**config.mk**
```make
export PLATFORM = sky130hd
export DESIGN_NAME = serial_crc_codeword_generator_flat
export DESIGN_NICKNAME = d
export VERILOG_FILES = /design/src/design/scg_pkg.sv /design/src/design/scg_if.sv /design/src/design/scg_rem.sv /design/src/design/scg_ser.sv /design/src/design/serial_crc_codeword_generator.sv /design/src/flat_wrapper.sv
export SDC_FILE = /design/constraint.sdc
export NUM_CORES = 1
export LEC_CHECK = 0
export BUFFER_PORTS_ARGS = -buffer_cell sky130_fd_sc_hd__buf_4
export CAP_MARGIN = 15
export CELL_PAD_IN_SITES_DETAIL_PLACEMENT = 0
export CELL_PAD_IN_SITES_GLOBAL_PLACEMENT = 1
export CORE_ASPECT_RATIO = 1.25
export CORE_MARGIN = 3
export CORE_UTILIZATION = 43
export CTS_CLUSTER_SIZE = 25
export DETAILED_ROUTE_END_ITERATION = 8
export GPL_TIMING_DRIVEN = 0
export HOLD_SLACK_MARGIN = 0.05
export PLACE_DENSITY_LB_ADDON = 0.1
export SYNTH_ARGS = -nofsm -noshare
export SYNTH_HDL_FRONTEND = slang
export SYNTH_HIERARCHICAL = 1
export SYNTH_SLANG_ARGS = --single-unit
```
**constraint.sdc**
```tcl
create_clock -name clk -period 3.55 [get_ports clk]
set_input_delay 0.5325 -clock clk [delete_from_list [all_inputs] [get_ports clk]]
set_output_delay 0.5325 -clock clk [all_outputs]
set_load 0.01 [all_outputs]
```
**src/design/scg_pkg.sv**
```systemverilog
// Package for the serial CRC codeword generator.
// Holds the widths, configuration defaults, register codes and the step record.
// No dependencies.
package scg_pkg;

	localparam int MAX_DEGREE = 16;
	localparam int REM_W      = MAX_DEGREE;
	localparam int CNT_W      = $clog2(MAX_DEGREE + 1);
	localparam int IDX_W      = (MAX_DEGREE > 1) ? $clog2(MAX_DEGREE) : 1;

	localparam int GEN_W      = 16;
	localparam int DEG_W      = 5;
	localparam int CFG_W      = 16;
	localparam int CFG_IDX_W  = 1;

	localparam logic [GEN_W-1:0] GEN_RESET = GEN_W'(4129);
	localparam logic [DEG_W-1:0] DEG_RESET = DEG_W'(16);

	typedef enum logic [CFG_IDX_W-1:0] {
		REG_GENERATOR = 1'b0,
		REG_DEGREE    = 1'b1
	} reg_idx_t;

	// One accepted message bit after the remainder update.
	typedef struct packed {
		logic             code_bit;
		logic             last;
		logic [REM_W-1:0] rem;
		logic [CNT_W-1:0] deg;
	} step_t;

endpackage

```
**src/design/scg_if.sv**
```systemverilog
// Handshake channels of the serial CRC codeword generator.
// Message-bit input channel and codeword-bit output channel; no dependencies.
interface scg_in_if;
	logic valid;
	logic ready;
	logic data_bit;
	logic last_bit;

	modport source (output valid, output data_bit, output last_bit, input ready);
	modport sink   (input valid, input data_bit, input last_bit, output ready);
endinterface

interface scg_out_if;
	logic valid;
	logic ready;
	logic code_bit;
	logic is_check;
	logic end_of_codeword;

	modport source (output valid, output code_bit, output is_check,
		output end_of_codeword, input ready);
	modport sink   (input valid, input code_bit, input is_check,
		input end_of_codeword, output ready);
endinterface

```
**src/design/scg_rem.sv**
```systemverilog
// Configuration registers and running CRC remainder.
// Uses scg_pkg for widths, reset values, register codes and the step record.
module scg_rem (
	input  logic                           clk,
	input  logic                           arst_n,
	input  logic                           cfg_we,
	input  logic [scg_pkg::CFG_IDX_W-1:0]  cfg_index,
	input  logic [scg_pkg::CFG_W-1:0]      cfg_data,
	input  logic                           fire,
	input  logic                           data_bit,
	input  logic                           last_bit,
	output scg_pkg::step_t                 step
);

	logic [scg_pkg::GEN_W-1:0] gen_q;
	logic [scg_pkg::DEG_W-1:0] deg_q;
	logic [scg_pkg::REM_W-1:0] rem_q;
	logic [scg_pkg::REM_W-1:0] rem_next;
	logic [scg_pkg::REM_W-1:0] gen_ext;
	logic [scg_pkg::CNT_W-1:0] deg_eff;
	logic [scg_pkg::IDX_W-1:0] top_idx;
	logic                      fb;

	always_ff @(posedge clk or negedge arst_n) begin
		if (!arst_n) begin
			gen_q <= scg_pkg::GEN_RESET;
			deg_q <= scg_pkg::DEG_RESET;
		end else if (cfg_we) begin
			unique case (cfg_index)
				scg_pkg::REG_GENERATOR: gen_q <= scg_pkg::GEN_W'(cfg_data);
				scg_pkg::REG_DEGREE:    deg_q <= cfg_data[scg_pkg::DEG_W-1:0];
				default: ;
			endcase
		end
	end

	// Out-of-range degrees saturate to the legal range.
	always_comb begin
		if (deg_q == '0)
			deg_eff = scg_pkg::CNT_W'(1);
		else if (int'(deg_q) > scg_pkg::MAX_DEGREE)
			deg_eff = scg_pkg::CNT_W'(scg_pkg::MAX_DEGREE);
		else
			deg_eff = scg_pkg::CNT_W'(deg_q);
	end

	assign gen_ext = scg_pkg::REM_W'(gen_q);
	assign top_idx = scg_pkg::IDX_W'(deg_eff - scg_pkg::CNT_W'(1));
	assign fb      = data_bit ^ rem_q[top_idx];

	// One shift-and-XOR step, confined to the active degree.
	always_comb begin
		for (int i = 0; i < scg_pkg::REM_W; i++) begin
			if (i < int'(deg_eff))
				rem_next[i] = ((i > 0) ? rem_q[(i > 0) ? i - 1 : 0] : 1'b0)
					^ (fb & gen_ext[i]);
			else
				rem_next[i] = 1'b0;
		end
	end

	always_ff @(posedge clk or negedge arst_n) begin
		if (!arst_n) begin
			rem_q <= '0;
		end else if (fire) begin
			rem_q <= last_bit ? '0 : rem_next;
		end
	end

	assign step.code_bit = data_bit;
	assign step.last     = last_bit;
	assign step.rem      = rem_next;
	assign step.deg      = deg_eff;

endmodule

```
**src/design/scg_ser.sv**
```systemverilog
// Output register and check-bit serializer.
// Uses scg_pkg for the step record and widths, scg_out_if for the result channel.
module scg_ser (
	input  logic            clk,
	input  logic            arst_n,
	input  logic            fire,
	input  scg_pkg::step_t  step,
	output logic            in_ready,
	scg_out_if.source       out_ch
);

	logic                      valid_q;
	logic                      code_q;
	logic                      chk_q;
	logic                      eoc_q;
	logic [scg_pkg::REM_W-1:0] rem_q;
	logic [scg_pkg::CNT_W-1:0] cnt_q;
	logic                      take;
	logic [scg_pkg::IDX_W-1:0] idx;

	assign take     = !valid_q || out_ch.ready;
	assign in_ready = take && (cnt_q == '0);
	assign idx      = scg_pkg::IDX_W'(cnt_q - scg_pkg::CNT_W'(1));

	always_ff @(posedge clk or negedge arst_n) begin
		if (!arst_n) begin
			valid_q <= 1'b0;
			cnt_q   <= '0;
		end else if (fire) begin
			valid_q <= 1'b1;
			cnt_q   <= step.last ? step.deg : '0;
		end else if (take && cnt_q != '0) begin
			valid_q <= 1'b1;
			cnt_q   <= cnt_q - scg_pkg::CNT_W'(1);
		end else if (take) begin
			valid_q <= 1'b0;
		end
	end

	always_ff @(posedge clk) begin
		if (fire) begin
			code_q <= step.code_bit;
			chk_q  <= 1'b0;
			eoc_q  <= 1'b0;
			rem_q  <= step.rem;
		end else if (take && cnt_q != '0) begin
			code_q <= rem_q[idx];
			chk_q  <= 1'b1;
			eoc_q  <= (cnt_q == scg_pkg::CNT_W'(1));
		end
	end

	assign out_ch.valid           = valid_q;
	assign out_ch.code_bit        = code_q;
	assign out_ch.is_check        = chk_q;
	assign out_ch.end_of_codeword = eoc_q;

endmodule

```
**src/design/serial_crc_codeword_generator.sv**
```systemverilog
// Top level of the serial CRC codeword generator.
// Uses scg_pkg, scg_in_if, scg_out_if, scg_rem and scg_ser.
//
//   Channel   Direction  Payload                              Per item
//   in_ch     in         data_bit, last_bit                   one message bit
//   out_ch    out        code_bit, is_check, end_of_codeword  one codeword bit
//   cfg       in         cfg_we, cfg_index, cfg_data          one register write
//
// A message bit goes straight to the result register: the remainder is updated
// with one shift and XOR as the item is accepted, and the bit is presented on
// out_ch right after the accepting edge, so it can leave at the next edge.
// A bit marked last is followed by degree check bits, one per cycle while out_ch
// is not stalled, during which in_ch.ready stays low.
// Reset restores the default generator (0x1021) and degree 16 and clears the
// remainder. A stall on out_ch holds the result register and drops in_ch.ready.
module serial_crc_codeword_generator (
	input  logic                           clk,
	input  logic                           arst_n,
	scg_in_if.sink                         in_ch,
	scg_out_if.source                      out_ch,
	input  logic                           cfg_we,
	input  logic [scg_pkg::CFG_IDX_W-1:0]  cfg_index,
	input  logic [scg_pkg::CFG_W-1:0]      cfg_data
);

	scg_pkg::step_t step;
	logic           in_ready;
	logic           fire;

	// An item is taken when the serializer has room and no check bits remain.
	assign in_ch.ready = in_ready;
	assign fire        = in_ch.valid && in_ready;

	scg_rem u_rem (
		.clk       (clk),
		.arst_n    (arst_n),
		.cfg_we    (cfg_we),
		.cfg_index (cfg_index),
		.cfg_data  (cfg_data),
		.fire      (fire),
		.data_bit  (in_ch.data_bit),
		.last_bit  (in_ch.last_bit),
		.step      (step)
	);

	scg_ser u_ser (
		.clk      (clk),
		.arst_n   (arst_n),
		.fire     (fire),
		.step     (step),
		.in_ready (in_ready),
		.out_ch   (out_ch)
	);

	// Every accepted message bit shows up as a non-check result next cycle.
	a_msg_out: assert property (@(posedge clk) disable iff (!arst_n)
		fire |=> (out_ch.valid && !out_ch.is_check))
		else $error("accepted message bit not presented");

	// A check bit that is not the last one is always followed by another.
	a_chk_run: assert property (@(posedge clk) disable iff (!arst_n)
		(out_ch.valid && out_ch.ready && out_ch.is_check && !out_ch.end_of_codeword)
		|=> (out_ch.valid && out_ch.is_check))
		else $error("check bit run broken");

	// A last message bit is followed by check bits, never by a new message bit.
	a_last_chk: assert property (@(posedge clk) disable iff (!arst_n)
		(out_ch.valid && out_ch.ready && !out_ch.is_check && $past(fire && in_ch.last_bit))
		|=> (out_ch.valid && out_ch.is_check))
		else $error("check bits missing after last message bit");

	// The input stays closed while check bits are still being emitted.
	a_hold_in: assert property (@(posedge clk) disable iff (!arst_n)
		(out_ch.valid && out_ch.is_check && !out_ch.end_of_codeword) |-> !in_ch.ready)
		else $error("input open during check bits");

endmodule

```
**src/flat_wrapper.sv**
```systemverilog
// flat-port wrapper written by rule: the top's interface ports become plain ports
module serial_crc_codeword_generator_flat 
  (clk, arst_n, cfg_we, cfg_index, cfg_data, in_ch_valid, in_ch_data_bit, in_ch_last_bit, in_ch_ready, out_ch_valid, out_ch_code_bit, out_ch_is_check, out_ch_end_of_codeword, out_ch_ready);
  scg_in_if in_ch_i ();
  scg_out_if out_ch_i ();
  input  logic clk;
  input  logic arst_n;
  input  logic cfg_we;
  input  logic [scg_pkg::CFG_IDX_W-1:0] cfg_index;
  input  logic [scg_pkg::CFG_W-1:0] cfg_data;
  input wire logic [$bits(in_ch_i.valid)-1:0] in_ch_valid;
  input wire logic [$bits(in_ch_i.data_bit)-1:0] in_ch_data_bit;
  input wire logic [$bits(in_ch_i.last_bit)-1:0] in_ch_last_bit;
  output wire logic [$bits(in_ch_i.ready)-1:0] in_ch_ready;
  output wire logic [$bits(out_ch_i.valid)-1:0] out_ch_valid;
  output wire logic [$bits(out_ch_i.code_bit)-1:0] out_ch_code_bit;
  output wire logic [$bits(out_ch_i.is_check)-1:0] out_ch_is_check;
  output wire logic [$bits(out_ch_i.end_of_codeword)-1:0] out_ch_end_of_codeword;
  input wire logic [$bits(out_ch_i.ready)-1:0] out_ch_ready;
  assign in_ch_i.valid = in_ch_valid;
  assign in_ch_i.data_bit = in_ch_data_bit;
  assign in_ch_i.last_bit = in_ch_last_bit;
  assign in_ch_ready = in_ch_i.ready;
  assign out_ch_valid = out_ch_i.valid;
  assign out_ch_code_bit = out_ch_i.code_bit;
  assign out_ch_is_check = out_ch_i.is_check;
  assign out_ch_end_of_codeword = out_ch_i.end_of_codeword;
  assign out_ch_i.ready = out_ch_ready;
  serial_crc_codeword_generator u_core (.clk(clk), .arst_n(arst_n), .in_ch(in_ch_i), .out_ch(out_ch_i), .cfg_we(cfg_we), .cfg_index(cfg_index), .cfg_data(cfg_data));
endmodule
```
# Word level (Yosys, flattened, before mapping)
# Index checks and enable logic that the tools add are counted.
[op_classes] n_addsub=2 multipliers=0 div=0 magnitude_cmp=19 n_eq_ne=1 shifts=0 mux=31 bitwise=33 reduce_logical=12
[ops] cell="$lt A4 B5 Y1 const A" n=8
[ops] cell="$mux W5" n=5
[ops] cell="$mux W1" n=23
[ops] cell="$lt A3 B5 Y1 const A" n=4
[ops] cell="$and A1 B1 Y1" n=16
[ops] cell="$mux W16" n=1
[ops] cell="$xor A1 B1 Y1" n=16
[ops] cell="$logic_not A5 Y1" n=2
[ops] cell="$lt A1 B5 Y1 const A" n=2
[ops] cell="$lt A2 B5 Y1 const A" n=2
[ops] cell="$lt A4 B5 Y1 const B" n=2
[ops] cell="$bmux W1 S4" n=2
[ops] cell="$eq A5 B1 Y1 const B" n=1
[ops] cell="$gt A5 B5 Y1 const B" n=1
[ops] cell="$reduce_bool A5 Y1" n=1
[ops] cell="$sub A5 B1 Y5 const B" n=1
[ops] cell="$reduce_and A2 Y1" n=2
[ops] cell="$sub A4 B1 Y4 const B" n=1
[ops] cell="$logic_and A1 B1 Y1" n=3
[ops] cell="$reduce_bool A3 Y1" n=1
[ops] cell="$reduce_bool A2 Y1" n=1
[ops] cell="$logic_not A1 Y1" n=1
[ops] cell="$logic_or A1 B1 Y1" n=1
[ops] cell="$not A1 Y1" n=1
[totals] ff_bits=62 latch_bits=0 ram_bits=0 rom_bits=0 input_bits=24 output_inout_bits=5 mem_count=0

# Depth between registers and ports, before layout
[depth] depth_word=11 depth_mapped=13 mapped_depth_nobuf=9

# By module
# The synthesis kept the hierarchy.
[modules_own_cells] module="scg_rem" n_inst=1 cells_each=223 area_per_inst_um2=2282.2 seq_area_each_um2=930.9
[modules_own_cells] module="scg_ser" n_inst=1 cells_each=76 area_per_inst_um2=1109.8 seq_area_each_um2=700.7
[modules_own_cells] module="serial_crc_codeword_generator" n_inst=1 cells_each=1 area_per_inst_um2=6.3 seq_area_each_um2=0.0

# Worst setup path after synthesis
# No wires, ideal clock.
[synth_timing] path_kind="register to register" from="register u_core/u_rem/deg_q[4] in the netlist's numbering" to="register u_core/u_ser/rem_q[1] in the netlist's numbering (data pin)" setup_time_ps=270 t_arrival_ps=2942 path_slack_ps=338 stages_incl_launch_ff=14 n_path_buf=4 synth_period_minus_slack_ps=3212 cell_sequence="dfstp_2 > buf_4 > nor4_1 > a21o_1 > buf_4 > inv_1 > ha_1 > mux4_2 > mux4_2 > buf_6 > buf_6 > mux2i_1 > xnor2_1 > nor2_1"
[synth_rtl] element="start, declared" line_no="scg_rem.sv:16" source="logic [scg_pkg::DEG_W-1:0] deg_q;"
[synth_rtl] element="start signal, assigned" line_no="scg_rem.sv:27" source="deg_q <= scg_pkg::DEG_RESET;"
[synth_rtl] element="start signal, assigned" line_no="scg_rem.sv:31" source="scg_pkg::REG_DEGREE: deg_q <= cfg_data[scg_pkg::DEG_W-1:0];"
[synth_rtl] element="end signal, assigned" line_no="scg_ser.sv:45" source="rem_q <= step.rem;"
[synth_rtl] element="end, declared" line_no="scg_ser.sv:16" source="logic [scg_pkg::REM_W-1:0] rem_q;"

==> out/qor.csv <==
metric,value,unit
status,"finished, final reports clean",
slew margin rel.,0.615,
post-synthesis net count,327,
cell area after placement,3720,um^2
iteration-0 DRC count of the detailed router,89,
Std-Cell Core Area,7530,um^2
Critical Path Max Stage Delay,500,ps
maximum level of the CTS H-tree,3,
Max Clock Skew,7.40,ps
max-slew violation count,0,
dominant synthesized flop cell,dfrtp_1,
Reg power frac,0.373,
number of global-route vias before repair,2270,
final setup violating endpoints,0,
Final Critical Period,3360,ps
share of power burned in the clock network,0.227,
share of async-settable or async-resettable flops after synthesis,0.694,
CP Max Fanout,10,
number of antenna violations at the first check in global routing,0,
"basic-gate share of the synthesized area counting and, or, nand and nor cells",0.128,
Final HPWL DP,5470,um
Yosys Warn Count,6,
count of nets left with antenna violations after detail routing,0,
I/O pin count,29,
layout cell share with drive strength beyond 1,0.302,
type of the most critical hold path,in2async,
starting utilization of the core area,0.451,
Post-synth EDFFs,17,
power density normalized to cell area,718,nW/um^2
antenna fix cells,0,
flip-flop and latch count after synthesis,62,
sequential cell area fraction in the yosys report,0.480,
Synth Area in Adders,0.0110,
RSZ-0062 raised after global routing,no,
core occupancy in the finished layout,0.531,
global-route wire length before repair,11900,um
Buf/Inv on CP,4,
Die Span Y,105,um
cell area after technology mapping,3400,um^2
Root Buffer Master,clkbuf_8,
"critical path, cell by cell",nor4_4 > a21o_1 > buf_4 > inv_1 > ha_2 > mux4_2 > mux4_2 > buf_6 > buf_6 > mux2i_4 > xnor2_2 > nor2_1,
via count,2260,
net count reported at finish,366,
total negative slack,0,ps
number of sinks driven by the clock tree,62,
number of maximum-capacitance constraint violations,0,
clock-pin slew on the worst setup and hold paths,70,ps
complex-gate fraction of the synthesized area,0.0821,
fraction of synthesized area in multiplexers,0.183,
clock latency reported for the late side of the worst-skew pair,330,ps
"Largest delay share family, worst path",multiplexers,
pin count of the biggest net entering global routing,44,
XOR/XNOR Fraction of Synth Area,0.0567,
aggregate global-route resource usage,0.174,
combinational power share,0.400,
final non-filler cell area,4000,um^2
part of the cycle the worst path needs,0.946,
final routed wire length divided by cell count,16.5,um
start-to-end type of the worst setup path,reg2reg,
data arrival time of the critical path,3430,ps
upper clock frequency limit,298,MHz
Layout area overhead,17.7,%
slew at the pin with the worst max-slew slack,578,ps
origin of the worst setup path,u_core/u_rem/deg_q[1],
die extent in x,85.5,um
Die Outline Area,9010,um^2
Placer Congestion,0.849,
CP max stage cell,mux4_2,
Post-Syn Area per Cell,11.3,um^2
type of destination of the critical path,flip-flop,
fraction of power spent switching nets,0.334,
Design Power,2.87,mW
net switching power,0.959,mW
Worst Path Required,3620,ps
Startpoint Class,flip-flop,
final WL,7210,um
Synth cell types,47,
final global-route overflow total,0,
R2R Path Start,u_core/u_rem/deg_q[1],
maximum root-to-sink buffer count,2,
input/output buffers,28,
number of remaining DRC errors,0,
clock tree from TritonCTS,done,
number of placement rows,35,
endpoints failing hold,0,
Internal Pwr Total,1.91,mW
Mapped Cells,300,
combinational family with the most area after synthesis,multiplexers,
Pre-Repair DR Iteration Count,4,
Inserted Clock Buffers,9,
leakage,1.59,nW
ratio of routed vias to standard cells,5.18,
worst ir drop on vdd,0.379,mV
==> worst reg2reg max path, delay by kind of cell, from the launching register on <==
kind | cells | cell delay [ps]
and+or+nand+nor | 2 | 380
adders and majority gates | 1 | 390
muxes | 3 | 1020
xor gates and xnor gates | 1 | 210
DFF | 1 | 420
buffers and inverters | 4 | 550
AOI/OAI and AO/OA | 1 | 110
==> timing repair <==
item                                    4_1_cts  5_1_grt
resized for setup                             3       11
pin swaps                                     0        3
hold buffers                                  0        0
endpoints found under the setup margin       28       24
buffers inserted                              0        1
==> registers in the layout (all words and copies together) (netlist names) <==
name	flops
u_core/u_rem/rem_q	16
u_core/u_rem/deg_q	5
u_core/u_ser/out_ch.end_of_codeword	1
u_core/u_ser/cnt_q	5
u_core/u_ser/rem_q	16
u_core/u_rem/gen_ext	16
u_core/u_ser/out_ch.valid	1
u_core/u_ser/out_ch.is_check	1
u_core/u_ser/out_ch.code_bit	1
==> kinds of logic after synthesis <==
family,count (synthesis)
AOI/OAI and AO/OA,38
xor gates and xnor gates,22
adders and majority gates,3
buffers and inverters,43
DFF,62
muxes,48
and+or+nand+nor,84
==> Yosys cell counts (2+ instances only) <==
cell      number  area share
dfxtp_1        2       0.012
dfrtp_1       39        0.29
dfstp_2        4       0.031
a21oi_1        5      0.0074
o21ai_0        6      0.0088
buf_4          4      0.0088
ha_1           3       0.011
nand2b_1      17       0.031
mux4_2         9       0.060
a21o_1         2      0.0044
or2_2          2      0.0037
clkbuf_1      12       0.013
nand3_1        7       0.010
edfxtp_1      17        0.15
xnor2_1       19       0.049
buf_1          2      0.0022
mux2_2        22       0.073
mux2i_1       17       0.050
nor2b_1        3      0.0055
nor2_1        21       0.023
nand2_1       20       0.022
inv_1         21       0.023
xor2_1         3      0.0077
a31oi_1        3      0.0055
o32ai_1       14       0.036
buf_6          3      0.0099
and2_1         3      0.0055
==> metrics by stage <==
step	setup WS (ps)	hold slack (ps)	instances
2_1_floorplan	338	237	300
3_3_place_gp	-209	454	420
3_5_place_dp	-258	471	420
4_1_cts	5.76	214	436
5_1_grt	41.7	232	436
6_report	192	199	436
==> cell usage in the layout, fill, tap and decap left out, drive strengths merged, types with 17 or more instances in the layout <==
cell type / count
inv: 21
clkbuf: 23
mux2i: 17
nand2b: 18
dfrtp: 39
nor2: 21
edfxtp: 17
xnor2: 19
mux2: 22
nand2: 20
buf: 38
==> final cells by class <==
| class | count | area, um^2 |
|---|---|---|
| Timing Repair Buffer | 29 | 218 |
| Buffer | 21 | 118 |
| Clock inverter | 5 | 73.8 |
| Inverter | 21 | 78.8 |
| Multi-Input combinational cell | 195 | 1630 |
| Sequential cell | 62 | 1630 |
| Fill cell | 682 | 3530 |
| Tap cell | 92 | 115 |
| Clock buffer | 11 | 131 |
==> layer usage <==
layer / GRT usage / up-vias / part of all wire
li1: - / 1136 / -
met1: 0.218 / 1078 / 0.44
met2: 0.298 / 37 / 0.51
met3: 0.0258 / 9 / 0.030
met4: 0.0679 / 0 / 0.015
met5: 0 / - / 0
==> power by group through the flow <==
stage,clock (mW),combinational [mW],sequential (mW)
finish,0.652,1.15,1.07
global route,0.702,1.27,1.09
CTS,0.673,1.11,1.07
detailed placement,0,1.11,1.08
global placement,0,1.09,1.07
floorplan,0,0.853,1.05
==> path summary, 6_finish.rpt <==
| check | to | slack, ps | cells past startpoint |
|---|---|---|---|
| worst max-delay path | u_core/u_ser/rem_q[4] | 190 | 12 |
| worst min-delay path | u_core/u_rem/rem_q[15] | 200 | 1 |
| worst max register to register | u_core/u_ser/rem_q[4] | 190 | 12 |
| worst min register to register | u_core/u_ser/out_ch.is_check | 470 | 2 |
| max in group asynchronous | u_core/u_rem/rem_q[4] | 2960 | 1 |
| min in group clk | u_core/u_rem/gen_ext[7] | 430 | 2 |
Note: power is estimated with default switching activity, not from simulation.
